**src/hdl/assert_macros.svh**
```systemverilog
// ----------------------------------------------------------------------------
// assert_macros.svh
// assertion helpers, sampled on clk and disabled while rst_n is low
// ----------------------------------------------------------------------------
`ifndef ASSERT_MACROS_SVH
`define ASSERT_MACROS_SVH

// condition must hold at every edge outside reset
`define MAS_ASSERT(name, cond) \
    name: assert property (@(posedge clk) disable iff (!rst_n) (cond)) \
        else $error("assertion failed");

// antecedent at one edge implies consequent at the next
`define MAS_ASSERT_NEXT(name, ante, cons) \
    name: assert property (@(posedge clk) disable iff (!rst_n) (ante) |=> (cons)) \
        else $error("assertion failed");

`endif

```
**src/hdl/mas_pkg.sv**
```systemverilog
// ----------------------------------------------------------------------------
// mas_pkg
// shared constants and types of the moving average block
// ----------------------------------------------------------------------------
package mas_pkg;

    localparam int WINDOW_MAX  = 256;
    localparam int PRICE_BITS  = 32;
    localparam int TAG_BITS    = 32;
    localparam int RING_AW     = $clog2(WINDOW_MAX);
    localparam int LEN_BITS    = $clog2(WINDOW_MAX) + 1;
    localparam int SUM_BITS    = PRICE_BITS + RING_AW;
    localparam int DIV_CNT_BITS = $clog2(SUM_BITS + 1);
    localparam int CFG_IDX_BITS = 2;
    localparam int CFG_DATA_BITS = LEN_BITS;

    // register indexes
    localparam logic [CFG_IDX_BITS-1:0] REG_LENGTH = 2'd0;
    localparam logic [CFG_IDX_BITS-1:0] REG_MODE   = 2'd1;
    localparam logic [CFG_IDX_BITS-1:0] REG_SELECT = 2'd2;

    // average modes
    localparam logic MODE_SMA = 1'b0;
    localparam logic MODE_EMA = 1'b1;

    // price selector codes
    localparam logic [1:0] SEL_CLOSE = 2'd0;
    localparam logic [1:0] SEL_OPEN  = 2'd1;
    localparam logic [1:0] SEL_HIGH  = 2'd2;
    localparam logic [1:0] SEL_LOW   = 2'd3;

    localparam logic [LEN_BITS-1:0] LENGTH_RESET = LEN_BITS'(20);

    typedef enum logic [2:0] {
        ST_IDLE,
        ST_READ,
        ST_SUM,
        ST_DIV,
        ST_DONE
    } mas_state_t;

    typedef struct packed {
        logic ready;       // input channel may take an item
        logic capture;     // item accepted, latch price and issue ring read
        logic accumulate;  // update ring, sum and counters
        logic div_start;   // launch the divider
        logic finish;      // load the output register
    } mas_cmd_t;

    typedef struct packed {
        logic warm_next;   // item leaves the block still warming up
        logic div_busy;
        logic out_free;    // output register can take a result
    } mas_stat_t;

endpackage

```
**src/hdl/mas_ctrl.sv**
```systemverilog
// ----------------------------------------------------------------------------
// mas_ctrl
// sequencer for one bar: ring read, sum update, divide (skipped during warm-up), result load
// ----------------------------------------------------------------------------
module mas_ctrl (
    input  logic                clk,
    input  logic                rst_n,
    input  logic                in_valid,
    input  mas_pkg::mas_stat_t  stat,
    output mas_pkg::mas_cmd_t   cmd
);

    mas_pkg::mas_state_t state_reg, state_next;

    always_ff @(posedge clk or negedge rst_n)
    begin
        if (!rst_n)
            state_reg <= mas_pkg::ST_IDLE;
        else
            state_reg <= state_next;
    end

    always_comb
    begin
        state_next = state_reg;
        cmd        = '0;
        unique case (state_reg)
            mas_pkg::ST_IDLE:
            begin
                cmd.ready   = 1'b1;
                cmd.capture = in_valid;
                if (in_valid)
                    state_next = mas_pkg::ST_READ;
            end
            // ring read data lands here
            mas_pkg::ST_READ:
                state_next = mas_pkg::ST_SUM;
            mas_pkg::ST_SUM:
            begin
                cmd.accumulate = 1'b1;
                if (stat.warm_next)
                    state_next = mas_pkg::ST_DONE;
                else
                begin
                    cmd.div_start = 1'b1;
                    state_next    = mas_pkg::ST_DIV;
                end
            end
            mas_pkg::ST_DIV:
                if (!stat.div_busy)
                    state_next = mas_pkg::ST_DONE;
            mas_pkg::ST_DONE:
                if (stat.out_free)
                begin
                    cmd.finish = 1'b1;
                    state_next = mas_pkg::ST_IDLE;
                end
            default:
                state_next = mas_pkg::ST_IDLE;
        endcase
    end

endmodule

```
**config.mk**
```make
export PLATFORM = sky130hd
export DESIGN_NAME = mas_ctrl
export DESIGN_NICKNAME = d
export VERILOG_FILES = /design/src/hdl/assert_macros.svh /design/src/hdl/mas_pkg.sv /design/src/hdl/mas_ctrl.sv
export SDC_FILE = /design/constraint.sdc
export NUM_CORES = 1
export LEC_CHECK = 0
export CAP_MARGIN = 20
export CORE_AREA = 2 2 39 41
export DETAILED_ROUTE_END_ITERATION = 10
export DIE_AREA = 0 0 41 43
export DONT_BUFFER_PORTS = 1
export PLACE_DENSITY_LB_ADDON = 0.2
export SLEW_MARGIN = 20
export SYNTH_ARGS = -nofsm -noshare
export SYNTH_HDL_FRONTEND = slang
export SYNTH_SLANG_ARGS = --single-unit
```
**constraint.sdc**
```tcl
create_clock -name clk -period 1.2 [get_ports clk]
set_clock_uncertainty 0.05 [all_clocks]
set_input_delay 0.06 -clock clk [delete_from_list [all_inputs] [get_ports clk]]
set_output_delay 0.06 -clock clk [all_outputs]
set_load 0.01 [all_outputs]
```
==> summary.md <==
| Metric | Value |
|---|---|
| Run status | `finished, final reports clean` |
| Cell variety after synth | `12` |
| IO Port Bufs | `0` |
| H-tree depth | `1` |
| Nets@finish | `37` |
| Register clock-pin slew on the reported worst setup and hold paths | `0.04 ns` |
| # diodes | `0` |
| Final Power | `0.749 mW` |
| Comb pwr share | `0.457` |
| Post-Syn Nets | `27` |
| Worst hold path stage count | `2` |
| Via count of the first global-routing pass | `206` |
| Via count | `189` |
| WP data arrival | `1.06 ns` |
| Final hold violation count | `0` |
| Least-Margin Pin Slew | `0.369 ns` |
| R2R depth | `4` |
| Yosys reg bits | `3` |
| Initial antenna violation count | `0` |
| Crit start category | `flip-flop` |
| Worst-Skew Late Latency | `0.23 ns` |
| Num CTS Buffers | `3` |
| Die area | `0.00176 mm²` |
| Antenna Violating Nets Remaining | `0` |
| Worst Slack Setup Final | `0.0291 ns` |
| Hpwl dp | `340 µm` |
| Final Max Tran Viols | `0` |
| Crit. End Element | `output pin` |
| Root Buffer | `clkbuf_4` |
| Setup TNS | `0 ns` |
| Drt first pass iters | `2` |
| Crit path max fanout | `5` |
| Sw Share | `0.407` |
| DR vias/cell | `4.11` |
| I/O pin count | `11` |
| RD Place Congestion | `0.591` |
| Clock Sinks | `3` |
| Placed Instance Area | `188 µm²` |
| Setup WS pre-CTS | `0.164 ns` |
| Final setup viols | `0` |
| Cell Pwr Density | `2530 mW/mm²` |
| Critical path class | `flip-flop to output pin` |
| Leakage | `0.123 nW` |
| Reg power frac | `0.302` |
| Fin util | `0.214` |
| Max IR drop VDD | `0.000540 V` |
| R2R Setup Slk | `0.07 ns` |
| Post-layout min period | `1.17 ns` |
| Die height | `43 µm` |
| Switch Pwr | `0.305 mW` |
| # rows | `14` |
| Most frequent cells in the layout | `clkbuf_4, dlygate4sd3_1, dfrtp_2` |
| Syn Area/Cell | `7.98 µm²` |
| Post-route insts no fill | `46` |
| Yosys warns | `0` |
| Hold Path Class | `input port to flip-flop` |
| Relative slew slack | `0.752` |
| Clock buffer depth | `2` |
| Placed cells | `37` |
| Global Route Usage Sum | `0.0744` |
| Max reg flops | `3` |
| Required time worst endpoint | `1.09 ns` |
| Final WL | `508 µm` |
| Initial DRC count | `2` |
| Seq/Total Area, Yosys | `0.448` |
| CTS tree | `yes` |
| Clock power share | `0.241` |
| Avg WL per Cell | `11.0 µm` |
| Total core area | `0.00138 mm²` |
| Synthesized area | `168 µm²` |
| DRC Markers | `0` |
| Initial core utilization | `0.121` |
| Internal Power | `0.444 mW` |
| Die width | `41 µm` |
| First-pass GRT wire length | `772 µm` |
| Syn Inst Count | `21` |
| Fmax | `854 MHz` |
| Ratio of cells with drive above 1 in the final layout | `0.433` |
| Fin crit share | `0.976` |
| Largest net degree at the start of global routing | `8` |
| Maxcap violations | `0` |
| Gr ovfl total | `0` |
| Area grow syn2layout | `76.9%` |
| RSZ-0062 raised after global routing | `yes` |
| Final instance area | `297 µm²` |
| Hold WS | `0.0245 ns` |
-- cells by family after synthesis --
group           count (synthesis)  synth area share
compound gates                  6             0.216
buf+inv                         1            0.0224
flops                           3             0.448
simple gates                   11             0.313
-- synthesized netlist by cell type --
cell type  count  area share
o21a_1         1       0.045
dfrtp_1        3        0.45
nand2b_1       2       0.075
a21oi_1        2       0.060
inv_1          1       0.022
o21ai_0        1       0.030
and3_1         1       0.037
nand2_1        2       0.045
o22ai_1        1       0.037
a21o_1         1       0.045
nor3_1         3       0.090
nor2_1         3       0.067
-- per-layer routing --
layer / part of all wire / global-route usage
met4: 0 / 0.0800
met2: 0.48 / 0.106
met3: 0.12 / 0.0471
met1: 0.40 / 0.0615
met5: 0 / 0
-- final cells by class --
type / count / area [µm²]
clock buffers: 4 / 26.3
repair buffers: 5 / 45.0
fillers: 157 / 1090
inverters: 1 / 3.75
multi-input cells: 17 / 123
well taps: 16 / 20.0
flip-flops and latches: 3 / 78.8
-- worst paths after layout --
path,from,endpoint
max in group asynchronous,rst_n,state_reg[1]$_DFFE_PN0P_
worst min register to register,state_reg[2]$_DFFE_PN0P_,state_reg[1]$_DFFE_PN0P_
min in group asynchronous,rst_n,state_reg[2]$_DFFE_PN0P_
worst max register to register,state_reg[0]$_DFFE_PN0P_,state_reg[2]$_DFFE_PN0P_
worst max-delay path,state_reg[0]$_DFFE_PN0P_,cmd[3]
worst min-delay path,stat[1],state_reg[1]$_DFFE_PN0P_
-- power groups by stage --
stage | Clock (mW) | Combinational [mW] | Sequential (mW)
floorplan | 0 | 0.181 | 0.197
global placement | 0 | 0.210 | 0.211
detailed placement | 0 | 0.213 | 0.210
CTS | 0.191 | 0.320 | 0.219
global route | 0.208 | 0.383 | 0.235
finish | 0.180 | 0.342 | 0.227
-- critical path, stage by stage, from the launching register on --
cell and delay (ns):
dfrtp_2 0.42, nand2b_4 0.15, nor3_2 0.25
-- what timing repair did --
item	CTS	global route
endpoints found under the setup margin	2	4
pin swaps	2	1
resized for setup	6	3
buffers inserted	2	0
endpoints found under the hold margin	5	0
hold buffers	3	0
Power figures use the tool's default switching activity.
